===== config.mk =====
export PLATFORM = sky130hd
export DESIGN_NAME = oven_cook_timer_controller
export DESIGN_NICKNAME = d
export VERILOG_FILES = /design/src/hw/rtl/oct_pkg.sv /design/src/hw/rtl/oct_time_split.sv /design/src/hw/rtl/oct_core.sv /design/src/hw/rtl/oven_cook_timer_controller.sv
export VERILOG_INCLUDE_DIRS = /design/src /design/src/hw/rtl
export SDC_FILE = /design/constraint.sdc
export NUM_CORES = 1
export LEC_CHECK = 0
export BUFFER_PORTS_ARGS = -buffer_cell sky130_fd_sc_hd__buf_2
export CAP_MARGIN = 20
export CORE_MARGIN = 10
export CORE_UTILIZATION = 60
export CTS_CLUSTER_DIAMETER = 40
export DETAILED_ROUTE_END_ITERATION = 10
export PLACE_DENSITY = 0.77
export RECOVER_POWER = 100
export SYNTH_ARGS = -nofsm -noshare
export SYNTH_HDL_FRONTEND = slang
export SYNTH_HIERARCHICAL = 1
export SYNTH_SLANG_ARGS = --single-unit

===== constraint.sdc =====
create_clock -name i_clk -period 14.8 [get_ports i_clk]
set_clock_uncertainty 0.1 [all_clocks]
set_input_delay 0.74 -clock i_clk [delete_from_list [all_inputs] [get_ports i_clk]]
set_output_delay 0.74 -clock i_clk [all_outputs]
set_load 0.005 [all_outputs]

===== src/hw/rtl/oven_cook_timer_controller_macros.svh =====
`ifndef OVEN_COOK_TIMER_CONTROLLER_MACROS_SVH
`define OVEN_COOK_TIMER_CONTROLLER_MACROS_SVH

// same-cycle check, clocked by i_clk, off during reset
`define OCT_ASSERT(label, ante, cons) \
    label: assert property (@(posedge i_clk) disable iff (!i_rst_n) (ante) |-> (cons)) \
        else $error("oct assertion failed");

// next-cycle check, clocked by i_clk, off during reset
`define OCT_ASSERT_NEXT(label, ante, cons) \
    label: assert property (@(posedge i_clk) disable iff (!i_rst_n) (ante) |=> (cons)) \
        else $error("oct assertion failed");

`endif


===== src/hw/rtl/oct_pkg.sv =====
package oct_pkg;

    localparam logic [13:0] SECONDS_MAX = 14'd9999;

    // reciprocal multipliers for divide by 60 and by 10
    localparam logic [14:0] DIV60_MUL   = 15'd17477;
    localparam int          DIV60_SHIFT = 20;
    localparam logic [8:0]  DIV10_MUL   = 9'd410;
    localparam int          DIV10_SHIFT = 12;

    localparam logic       CMD_KEY   = 1'b0;
    localparam logic       CMD_TICK  = 1'b1;
    localparam logic [3:0] KEY_STOP  = 4'd10;
    localparam logic [3:0] KEY_START = 4'd11;

    localparam logic [1:0] CFG_DOOR_CLOSED = 2'd0;
    localparam logic [1:0] CFG_WEIGHT_LIM  = 2'd1;
    localparam logic [1:0] CFG_QUICK_ADD   = 2'd2;

    localparam logic [9:0] DOOR_CLOSED_RST = 10'd1023;
    localparam logic [9:0] WEIGHT_LIM_RST  = 10'd500;
    localparam logic [7:0] QUICK_ADD_RST   = 8'd30;

    typedef enum logic [1:0] {
        MODE_IDLE,
        MODE_READY,
        MODE_WORKING,
        MODE_SUSP
    } t_mode;

    typedef enum logic [2:0] {
        MSG_NONE,
        MSG_DOOR_OPEN,
        MSG_EMPTY,
        MSG_OVERWEIGHT,
        MSG_HEATING,
        MSG_PAUSE,
        MSG_DONE,
        MSG_CLEARED
    } t_msg;

    typedef struct packed {
        logic       cmd;
        logic [3:0] key_code;
        logic [9:0] door_level;
        logic [9:0] weight_level;
    } t_item;

    typedef struct packed {
        logic [9:0] door_closed_level;
        logic [9:0] weight_limit;
        logic [7:0] quick_add_seconds;
    } t_cfg;

    typedef struct packed {
        logic [4:0] m_tens;
        logic [3:0] m_ones;
        logic [3:0] s_tens;
        logic [3:0] s_ones;
    } t_digits;

    typedef struct packed {
        t_mode      mode;
        logic       heater_on;
        logic       timer_running;
        logic [13:0] secs;
        t_digits    digits;
        t_msg       message;
        logic       beep;
    } t_result;

endpackage


===== src/hw/rtl/oct_time_split.sv =====
module oct_time_split (
    input  logic [13:0]      i_secs,
    output oct_pkg::t_digits o_digits
);
    import oct_pkg::*;

    logic [28:0] prod60;
    logic [8:0]  mins;
    logic [13:0] mins_x60;
    logic [5:0]  sec;
    logic [17:0] prod_m;
    logic [4:0]  m_tens;
    logic [8:0]  m_tens_x10;
    logic [14:0] prod_s;
    logic [3:0]  s_tens;
    logic [5:0]  s_tens_x10;

    // minutes and seconds
    assign prod60   = {15'd0, i_secs} * {14'd0, DIV60_MUL};
    assign mins     = prod60[DIV60_SHIFT +: 9];
    assign mins_x60 = {5'd0, mins} * 14'd60;
    assign sec      = 6'(i_secs - mins_x60);

    // tens and ones of each
    assign prod_m     = {9'd0, mins} * {9'd0, DIV10_MUL};
    assign m_tens     = prod_m[DIV10_SHIFT +: 5];
    assign m_tens_x10 = {4'd0, m_tens} * 9'd10;

    assign prod_s     = {9'd0, sec} * {6'd0, DIV10_MUL};
    assign s_tens     = {1'b0, prod_s[DIV10_SHIFT +: 3]};
    assign s_tens_x10 = {2'd0, s_tens} * 6'd10;

    assign o_digits.m_tens = m_tens;
    assign o_digits.m_ones = 4'(mins - m_tens_x10);
    assign o_digits.s_tens = s_tens;
    assign o_digits.s_ones = 4'(sec - s_tens_x10);

endmodule


===== src/hw/rtl/oct_core.sv =====
`include "oven_cook_timer_controller_macros.svh"

module oct_core (
    input  logic             i_clk,
    input  logic             i_rst_n,
    input  logic             i_fire,
    input  oct_pkg::t_item   i_item,
    input  oct_pkg::t_cfg    i_cfg,
    output oct_pkg::t_result o_result
);
    import oct_pkg::*;

    t_mode       r_mode, n_mode;
    t_digits     r_digits, n_digits;
    logic [2:0]  r_count, n_count;
    logic [13:0] r_secs, n_secs;
    logic        r_run, n_run;
    logic        r_heat, n_heat;

    t_msg        msg;
    logic        beep;
    logic        start;
    logic        is_digit;
    t_digits     wr_digits;
    t_digits     start_digits;
    t_digits     split_digits;
    logic [14:0] digit_sum;
    logic [13:0] sum_sat;
    logic [14:0] quick_sum;
    logic [13:0] quick_sat;
    logic [13:0] secs_dec;
    logic [13:0] split_in;

    assign is_digit = (i_item.cmd == CMD_KEY) && (i_item.key_code inside {[4'd0:4'd9]});

    // digit written at the entry position
    always_comb begin
        wr_digits = r_digits;
        case (r_count[1:0])
            2'd0: wr_digits.m_tens = {1'b0, i_item.key_code};
            2'd1: wr_digits.m_ones = i_item.key_code;
            2'd2: wr_digits.s_tens = i_item.key_code;
            2'd3: wr_digits.s_ones = i_item.key_code;
            default: wr_digits = r_digits;
        endcase
    end

    assign start_digits = is_digit ? wr_digits : r_digits;
    assign digit_sum = {10'd0, start_digits.m_tens} * 15'd600
                     + {11'd0, start_digits.m_ones} * 15'd60
                     + {11'd0, start_digits.s_tens} * 15'd10
                     + {11'd0, start_digits.s_ones};
    assign sum_sat   = (digit_sum > {1'b0, SECONDS_MAX}) ? SECONDS_MAX : digit_sum[13:0];

    assign quick_sum = {1'b0, r_secs} + {7'd0, i_cfg.quick_add_seconds};
    assign quick_sat = (quick_sum > {1'b0, SECONDS_MAX}) ? SECONDS_MAX : quick_sum[13:0];

    assign secs_dec  = r_secs - 14'd1;
    assign split_in  = (i_item.cmd == CMD_TICK) ? secs_dec : quick_sat;

    oct_time_split u_split (
        .i_secs   (split_in),
        .o_digits (split_digits)
    );

    always_comb begin
        n_mode   = r_mode;
        n_digits = r_digits;
        n_count  = r_count;
        n_secs   = r_secs;
        n_run    = r_run;
        n_heat   = r_heat;
        msg      = MSG_NONE;
        beep     = 1'b0;
        start    = 1'b0;

        if (i_item.cmd == CMD_TICK) begin
            if (r_run) begin
                if (r_secs != 14'd0) begin
                    n_secs   = secs_dec;
                    n_digits = split_digits;
                end else begin
                    n_mode   = MODE_IDLE;
                    n_digits = '0;
                    n_count  = 3'd0;
                    n_secs   = 14'd0;
                    n_run    = 1'b0;
                    n_heat   = 1'b0;
                    msg      = MSG_DONE;
                end
            end
        end else if (is_digit) begin
            beep = 1'b1;
            if (r_count < 3'd4) begin
                n_digits = wr_digits;
                n_count  = r_count + 3'd1;
                start    = (r_count == 3'd3);
            end
        end else if (i_item.key_code == KEY_START) begin
            beep = 1'b1;
            if (r_mode == MODE_SUSP) begin
                n_mode = MODE_WORKING;
                n_run  = 1'b1;
                n_heat = 1'b1;
                msg    = MSG_HEATING;
            end else begin
                start = 1'b1;
            end
        end else if (i_item.key_code == KEY_STOP) begin
            beep = 1'b1;
            if (r_mode == MODE_SUSP) begin
                n_mode   = MODE_IDLE;
                n_digits = '0;
                n_count  = 3'd0;
                n_secs   = 14'd0;
                n_run    = 1'b0;
                n_heat   = 1'b0;
                msg      = MSG_CLEARED;
            end else begin
                n_mode = MODE_SUSP;
                n_run  = 1'b0;
                n_heat = 1'b0;
                msg    = MSG_PAUSE;
            end
        end

        // door and weight checks, then load the time
        if (start) begin
            n_mode = MODE_READY;
            if (i_item.door_level != i_cfg.door_closed_level) begin
                msg = MSG_DOOR_OPEN;
            end else if (i_item.weight_level == 10'd0) begin
                msg = MSG_EMPTY;
            end else if (i_item.weight_level > i_cfg.weight_limit) begin
                msg = MSG_OVERWEIGHT;
            end else begin
                if (r_count == 3'd0) begin
                    n_secs   = quick_sat;
                    n_digits = split_digits;
                end else begin
                    n_secs = sum_sat;
                end
                n_mode = MODE_WORKING;
                n_run  = 1'b1;
                n_heat = 1'b1;
                msg    = MSG_HEATING;
            end
        end
    end

    always_ff @(posedge i_clk) begin
        if (!i_rst_n) begin
            r_mode   <= MODE_IDLE;
            r_digits <= '0;
            r_count  <= 3'd0;
            r_secs   <= 14'd0;
            r_run    <= 1'b0;
            r_heat   <= 1'b0;
        end else if (i_fire) begin
            r_mode   <= n_mode;
            r_digits <= n_digits;
            r_count  <= n_count;
            r_secs   <= n_secs;
            r_run    <= n_run;
            r_heat   <= n_heat;
        end
    end

    assign o_result.mode          = n_mode;
    assign o_result.heater_on     = n_heat;
    assign o_result.timer_running = n_run;
    assign o_result.secs          = n_secs;
    assign o_result.digits        = n_digits;
    assign o_result.message       = msg;
    assign o_result.beep          = beep;

    `OCT_ASSERT(a_flags_match, 1'b1, r_heat == r_run)
    `OCT_ASSERT(a_idle_stopped, (r_mode == MODE_IDLE) || (r_mode == MODE_SUSP), !r_run)
    `OCT_ASSERT(a_secs_bounded, 1'b1, (r_secs <= SECONDS_MAX) && (r_count <= 3'd4))
    `OCT_ASSERT_NEXT(a_state_holds, !i_fire, $stable(r_secs) && $stable(r_mode) && $stable(r_count))

endmodule


===== src/hw/rtl/oven_cook_timer_controller.sv =====
// channel  direction  handshake                 payload
// in       input      i_in_valid / o_in_stall   cmd, key_code, door_level, weight_level
// out      output     o_out_valid / i_out_stall mode .. beep, one word per input word
// cfg      input      i_cfg_valid / o_cfg_ready i_cfg_index, i_cfg_data
//
// one word per cycle unless i_out_stall holds; input and output words are both registered
// the state update and result are one pass of logic from the input register
// synchronous active-low reset: config to defaults, mode idle, all counts zero
// a stalled result holds in the output register; the input register still fills behind it
module oven_cook_timer_controller (
    input  logic        i_clk,
    input  logic        i_rst_n,

    input  logic        i_in_valid,
    output logic        o_in_stall,
    input  logic        i_cmd,
    input  logic [3:0]  i_key_code,
    input  logic [9:0]  i_door_level,
    input  logic [9:0]  i_weight_level,

    output logic        o_out_valid,
    input  logic        i_out_stall,
    output logic [1:0]  o_mode,
    output logic        o_heater_on,
    output logic        o_timer_running,
    output logic [13:0] o_seconds_left,
    output logic [4:0]  o_minute_tens,
    output logic [3:0]  o_minute_ones,
    output logic [3:0]  o_second_tens,
    output logic [3:0]  o_second_ones,
    output logic [2:0]  o_message,
    output logic        o_beep,

    input  logic        i_cfg_valid,
    output logic        o_cfg_ready,
    input  logic [1:0]  i_cfg_index,
    input  logic [9:0]  i_cfg_data
);
    import oct_pkg::*;

    t_cfg    r_cfg;
    logic    r_in_valid;
    t_item   r_in_item;
    logic    r_out_valid;
    t_result r_out_res;
    t_result core_res;
    logic    out_free;
    logic    fire;

    assign out_free    = !r_out_valid || !i_out_stall;
    assign fire        = r_in_valid && out_free;
    assign o_in_stall  = r_in_valid && !out_free;
    assign o_cfg_ready = 1'b1;

    always_ff @(posedge i_clk) begin
        if (!i_rst_n) begin
            r_cfg.door_closed_level <= DOOR_CLOSED_RST;
            r_cfg.weight_limit      <= WEIGHT_LIM_RST;
            r_cfg.quick_add_seconds <= QUICK_ADD_RST;
        end else if (i_cfg_valid && o_cfg_ready) begin
            case (i_cfg_index)
                CFG_DOOR_CLOSED: r_cfg.door_closed_level <= i_cfg_data;
                CFG_WEIGHT_LIM:  r_cfg.weight_limit      <= i_cfg_data;
                CFG_QUICK_ADD:   r_cfg.quick_add_seconds <= i_cfg_data[7:0];
                default: r_cfg <= r_cfg;
            endcase
        end
    end

    always_ff @(posedge i_clk) begin
        if (!i_rst_n) begin
            r_in_valid <= 1'b0;
        end else if (!o_in_stall) begin
            r_in_valid <= i_in_valid;
        end
    end

    always_ff @(posedge i_clk) begin
        if (!o_in_stall && i_in_valid) begin
            r_in_item.cmd          <= i_cmd;
            r_in_item.key_code     <= i_key_code;
            r_in_item.door_level   <= i_door_level;
            r_in_item.weight_level <= i_weight_level;
        end
    end

    oct_core u_core (
        .i_clk    (i_clk),
        .i_rst_n  (i_rst_n),
        .i_fire   (fire),
        .i_item   (r_in_item),
        .i_cfg    (r_cfg),
        .o_result (core_res)
    );

    always_ff @(posedge i_clk) begin
        if (!i_rst_n) begin
            r_out_valid <= 1'b0;
        end else if (out_free) begin
            r_out_valid <= fire;
        end
    end

    always_ff @(posedge i_clk) begin
        if (fire) begin
            r_out_res <= core_res;
        end
    end

    assign o_out_valid     = r_out_valid;
    assign o_mode          = r_out_res.mode;
    assign o_heater_on     = r_out_res.heater_on;
    assign o_timer_running = r_out_res.timer_running;
    assign o_seconds_left  = r_out_res.secs;
    assign o_minute_tens   = r_out_res.digits.m_tens;
    assign o_minute_ones   = r_out_res.digits.m_ones;
    assign o_second_tens   = r_out_res.digits.s_tens;
    assign o_second_ones   = r_out_res.digits.s_ones;
    assign o_message       = r_out_res.message;
    assign o_beep          = r_out_res.beep;

endmodule


---- Word-level counts from Yosys, hierarchy flattened ----
Cells that the tools add are included.
word-level totals
  flip-flop bits (word level) ............. 132
  bits of input ports ..................... 42
  word-level logic and storage cells ...... 183
cells by class
  add/subtract/negate cells ............... 9
  $mul .................................... 9
  order comparisons ....................... 6
  eq/ne operators ......................... 14
  mux-type cells .......................... 95
  bitwise gates (word level) .............. 1
  reductions and logical operators ........ 21
operator list
  operator                  number
  $mux W17                  14
  $mux W14                  15
  $mux W3                   19
  $gt A15 B14 Y1 const B    2
  $mux W1                   30
  $mul A14 B15 Y29 const B  1
  $mux W2                   13
  $mul A9 B8 Y16 const B    1
  $add A14 B8 Y15           1
  $add A15 B10 Y15          1
  $add A15 B4 Y15           1
  $add A15 B8 Y15           1
  $mul A6 B8 Y14 const B    1
  $reduce_bool A14 Y1       1
  $sub A14 B1 Y14 const B   1
  $mul A5 B7 Y12 const B    1
  $mux W4                   3
  $gt A10 B10 Y1            1
  $logic_not A10 Y1         1
  $ne A10 B10 Y1            1
  $mul A9 B4 Y4 const B     1
  $eq A2 B2 Y1 const B      4
  $eq A4 B4 Y1 const B      2
  $mul A4 B4 Y8 const B     1
  other kinds (25)          38

---- Depth between registers and ports, before layout ----
Gate-level depths: netlist of the first run.
  depth in word-level cells ............... 18
  gate-level depth with buffers ........... 51

---- Cells and area by module ----
Netlist of the first run, hierarchy kept.
by module, submodules not included
  module                      instances  cells an instance  area each (µm²)  sequential area each (µm²)
  oct_core                    1          841                6444.9           760.7
  oct_time_split              1          434                4111.4           0.0
  oven_cook_timer_controller  1          188                3178.0           2522.4

---- Worst setup path before layout of the first run ----
Ideal clock, no wire load.
  kind .................................... register -> register
  from .................................... reg u_core.r_secs[0]
  to ...................................... reg u_core/r_digits[3] in the netlist's numbering
  library setup time ...................... 116 ps
  data arrival time ....................... 11960 ps
  slack ................................... 2623 ps
  stages on the path, launching flop included .. 51
  period minus slack after synthesis ...... 12177 ps
  cells stage by stage .................... dfxtp_1 -> ha_1 -> fa_1 -> a211oi_1 -> o211ai_1 -> a21o_1 -> a2111o_1 -> nand3_1 -> nand2_1 -> buf_2 -> o41ai_1 -> ha_1 -> ha_1 -> ha_1 -> fa_1 -> inv_1 -> fa_1 -> inv_1 -> [15 not listed] -> xnor2_1 -> ha_1 -> ha_1 -> fa_1 -> ha_1 -> a41o_1 -> a21o_1 -> a21oi_1 -> o21ai_1 -> a21oi_1 -> o21bai_1 -> xor2_1 -> fa_1 -> xnor2_1 -> xnor3_1 -> xnor2_1 -> a22o_1 -> o211a_1
RTL lines
  element                   RTL line         text
  start: declaration        oct_core.sv:16   logic [13:0] r_secs, n_secs;
  start signal: assignment  oct_core.sv:163  r_secs <= n_secs;
  end signal: assignment    oct_core.sv:161  r_digits <= n_digits;
  end: declaration          oct_core.sv:14   t_digits r_digits, n_digits;

==> impl_metrics.toml, run 1 <==
[routing]
wirelength_mm = 34.6
via_per_inst = 6.17
dr.first_iter.drc_count = 989
remaining_drc_errors = 0
dr.pass1.iters = 6
routed_wire_length_per_instance_um = 19.0
vias = 11215
drtAntennaViolNets = 0

[floorplan]
core_um2 = 22600
rows = 55
start_util_pct = 60.8
die_w_um = 171
die_area_um2 = 29300
ios = 84
die_h_um = 171

[logic_synthesis]
synth_top_area_share_pct = 21.4
synth.most_common_cell = "ha_1"
synth_compound_area_share_pct = 17.0
avgSynthCellArea_um2 = 9.39
yosysUniqueCellTypes = 96
synth-async-reset-ratio_pct = 0
synthAdderAreaFrac_pct = 30.3
synthSimpleGateAreaFrac_pct = 13.5
synth.area.top_cells = "ha_1, edfxtp_1, dfxtp_1, fa_1, inv_1"
synth.yosys.seq_area_share_pct = 23.9
yosys.area_share.xor_xnor_pct = 4.90
ys_ff_latch = 132
syn-cell-area_um2 = 13700
yosysTopAreaCell = "ha_1"
synth_commonest_cells = "ha_1, inv_1, nand2_1"
yosys_warnings = 6
synth-main-ff-cell = "dfxtp_1"
synthCells = 1463
synth_mux_area_share_pct = 3.49
synth-edff-count = 64
syn-num-nets = 1801
synth_top_family_by_area = "adder cells"

[clock_tree]
cts_setup_buffers = 0
cts_hold_buf = 0
cts_buffer_depth = 2
clk_latency_ns = 0.42
numClockSinks = 132
cts-root-buf = "clkbuf_16"
cts_tree = "built"
cts-resized-gates = 0
htreeDepth = 4
cts_inserted_buffers = 17
clk_pin_slew_ns = 0.06

[sta]
finalCritPeriodShare_pct = 93.5
slew_headroom_pct = -170
final_hold_viol_count = 0
fmax_mhz = 72.3
finalSetupViolCount = 0
worst_slew_pin_slew_ns = 4.05
setup_tns_ns = 0
rsz0062_at_grt = "false"
period_needed_ns = 13.84
slew_viol_final = 191

[global_routing]
grt_max_degree = 89
grt_pass1_wl_mm = 56.5
grt_pass1_vias = 11186
antenna_found_initial = 0
globalRouteTotalUtil_pct = 23.8
grt_overflow = 0

[setup_path]
crit_path_top_delay_cell = "o41ai_1"
critical_path_class = "reg2reg"
required_ns = 15.00
cp_common_cell = "ha_1"
cp.buffers_inverters = 3
cp_max_fo = 18
slowest_delay_ns = 0.98
cp-end-kind = "flip-flop"
worstPathArrival_ns = 14.04
path_delay_family = "adder cells"
cp-start-kind = "flip-flop"

[place]
hpwl_mm = 27.2
port-buffer-count = 82
routabilityCongestion = 0.977

[cells_and_area]
drive_gt1_share_pct = 8.22
multiInputGateArea_um2 = 9460
syn_to_final_growth_pct = 7.39
final-seq-area_um2 = 3280
nNetsFinal = 1858
n_antenna_cell = 0
fillers = 1893

[run]
maxCapViolations = 3

[outcome]
status = "complete, but fails checks"
violations = "capacitance limit, slew limit"

[worst_hold_path]
hp-class = "reg2reg"
logic make-up after synthesis:
group	Yosys count
AO/OA/AOI/OAI	319
XOR/XNOR	72
adder cells (fa/ha/maj)	296
buffers and inverters	238
flip-flops	132
multiplexers	46
other	2
AND/OR/NAND/NOR	358
sequential cells by signal, summed over array words and instances (netlist names), 2 cells and up:
register / cells
r_cfg: 28
r_in_item: 25
u_core/r_digits: 17
o_seconds_left: 14
u_core/r_secs: 14
o_minute_tens: 5
o_minute_ones: 4
o_second_ones: 4
o_second_tens: 4
o_message: 3
u_core/r_count: 3
o_mode: 2
u_core/r_mode: 2
metal layers:
metal	global-route usage, %	vias to the layer above	wire, µm
met5	0	-	0
met4	7.86	0	817
met3	4.38	61	2600
met2	39.6	415	16600
met1	30.4	5389	14600
li1	-	5350	-
cells in the final DEF (no fill, tap or decap), types with 33 or more instances in the layout:
cell	n
a21oi_1	60
buf_2	40
clkbuf_1	51
dfxtp_1	68
edfxtp_1	64
fa_1	61
ha_1	235
inv_1	178
mux2i_1	33
nand2_1	99
nor2_1	70
o21ai_0	45
xnor2_1	48
area by class of cell:
| type | count | share of cell area [%] |
|---|---|---|
| multi-input combinational | 1093 | 64.2 |
| sequential | 132 | 22.3 |
| inverter | 180 | 4.58 |
| timing repair buffer | 96 | 3.05 |
| clock buffer | 21 | 2.99 |
| tap | 285 | 2.42 |
| clock inverter | 11 | 0.543 |
worst register-to-register path, delay by kind of cell (launching register included):
kind	cells	cell delay, ns
adder cells (fa/ha/maj)	18	5.96
AO/OA/AOI/OAI	18	4.75
XOR/XNOR	6	1.19
AND/OR/NAND/NOR	3	1.14
flip-flops	1	0.36
buffers and inverters	3	0.22
metrics by stage:
step	cells	area (µm²)	hold slack (ns)	setup slack, ns	utilization [%]
2_1_floorplan	1463	13700	0.335	2.62	-
3_3_place_gp	1785	14300	0.345	1.76	63.5
3_5_place_dp	1785	14300	0.361	1.24	63.5
4_1_cts	1817	14900	0.371	1.14	65.9
5_1_grt	1818	14700	0.371	0.181	65.3
6_report	1818	14700	0.371	0.964	65.3
path summary, 6_finish.rpt:
check,slack [ns],endpoint,startpoint,cells after the start
min,0.37,r_cfg[5],r_cfg[5],2
min reg2reg,0.37,r_cfg[5],r_cfg[5],2
max,0.96,u_core/r_digits[3],u_core/r_secs[0],48
max reg2reg,0.96,u_core/r_digits[3],u_core/r_secs[0],48
Power of run 1 is left out: the tool's default activity adds up to more than one toggle a clock period on the data nets, which glitch-free logic cannot reach.
==> run 2: changes to the inputs <==
- RECOVER_POWER: 100 -> not set
==> impl_metrics.toml, run 2 (synthesized netlist as in run 1, its figures left out) <==
[sta]
setup_tns_ns = 0
finalCritPeriodShare_pct = 93.2
fmax_mhz = 72.5
finalSetupViolCount = 0
final_hold_viol_count = 0
slew_viol_final = 0
slew_headroom_pct = 30.9
period_needed_ns = 13.80
rsz0062_at_grt = "false"
worst_slew_pin_slew_ns = 1.02

[routing]
remaining_drc_errors = 0
dr.first_iter.drc_count = 1018
routed_wire_length_per_instance_um = 19.0
via_per_inst = 6.14
wirelength_mm = 34.5
dr.pass1.iters = 5
vias = 11171
drtAntennaViolNets = 0

[global_routing]
grt_max_degree = 89
use_met3_pct = 4.38
grt_overflow = 0
globalRouteTotalUtil_pct = 23.8
antenna_found_initial = 0
use_met2_pct = 39.6
grt_util_met1_pct = 30.4
grt_pass1_wl_mm = 56.5
top_usage_layer = "met2"
grt_pass1_vias = 11186

[place]
port-buffer-count = 82
routabilityCongestion = 0.977
hpwl_mm = 27.2

[cells_and_area]
largest_register_ff_count = 28
syn_to_final_growth_pct = 8.32
n_antenna_cell = 0
final_common_cell = "ha_1"
regMostFlops = "r_cfg"
final_cell_mix = "ha_1, inv_1, nand2_1"
nNetsFinal = 1858
drive_gt1_share_pct = 11.7
fillers = 1849
largestRegisters = "r_cfg: 28 flops, r_in_item: 25 flops, u_core/r_digits: 17 flops"

[clock_tree]
cts_hold_buf = 0
cts_setup_buffers = 0
cts_buffer_depth = 2
cts_tree = "built"
numClockSinks = 132
htreeDepth = 4
clk_pin_slew_ns = 0.06
cts_inserted_buffers = 17
clk_latency_ns = 0.43
cts-root-buf = "clkbuf_16"
cts-resized-gates = 0

[setup_path]
crit_path_top_delay_cell = "o41ai_1"
slowest_delay_ns = 0.98
critical_path_class = "reg2reg"
cp_max_fo = 18
required_ns = 15.01
cp-start-kind = "flip-flop"
r2r_slack_ns = 1.00
cp_common_cell = "ha_1"
cp-end-kind = "flip-flop"
worstPathArrival_ns = 14.01

[floorplan]
die_w_um = 171
start_util_pct = 60.8
die_area_um2 = 29300
core_um2 = 22600
die_h_um = 171
rows = 55
ios = 84

[outcome]
status = "completed"

[run]
maxCapViolations = 0

[worst_hold_path]
hp-class = "reg2reg"
==> run 2: changes by cell type in the layout (fill, tap and decap cells not counted), sizes merged <==
cell,change
clkbuf,-47
buf,+47
==> run 2: metal layers <==
layer / wire length (µm) / part of all wire [%]
met2: 16700 / 48
met5: 0 / 0
met4: 801 / 2.3
met1: 14500 / 42
met3: 2510 / 7.3
==> run 2: worst paths after layout <==
check                                 startpoint  cells past startpoint                 end
worst min-delay path                    r_cfg[5]                      2            r_cfg[5]
worst max-delay path            u_core/r_secs[0]                     48  u_core/r_digits[3]
worst max register to register  u_core/r_secs[0]                     48  u_core/r_digits[3]
worst min register to register          r_cfg[5]                      2            r_cfg[5]
==> run 2: per-stage QoR <==
step                hold WS [ns]  instance area [µm²]  instances  utilization (%)  setup slack, ns
floorplan                  0.335                13700       1463                -             2.62
global placement           0.345                14300       1785             63.5             1.76
detailed placement         0.361                14300       1785             63.5             1.24
CTS                        0.371                14900       1817             65.9             1.14
global route               0.371                14900       1818             65.9            0.195
finish                     0.371                14900       1818             65.9             1.00
==> run 2: critical path, delay by kind of cell, from the launching register on <==
family / cells / cell delay, ns
fa+ha+maj: 18 / 5.96
xor+xnor: 6 / 1.20
compound gates: 18 / 4.81
flops: 1 / 0.36
simple gates: 3 / 1.05
buf+inv: 3 / 0.22
==> run 2: cell type report <==
| class | instances | area [µm²] | area share (%) |
|---|---|---|---|
| timing repair buffer | 96 | 520 | 3.50 |
| sequential | 132 | 3280 | 22.1 |
| inverter | 180 | 676 | 4.54 |
| clock inverter | 11 | 80.1 | 0.538 |
| multi-input combinational | 1093 | 9520 | 64.0 |
| clock buffer | 21 | 440 | 2.96 |
| tap | 285 | 357 | 2.40 |
Power of run 2 is left out for the same reason.
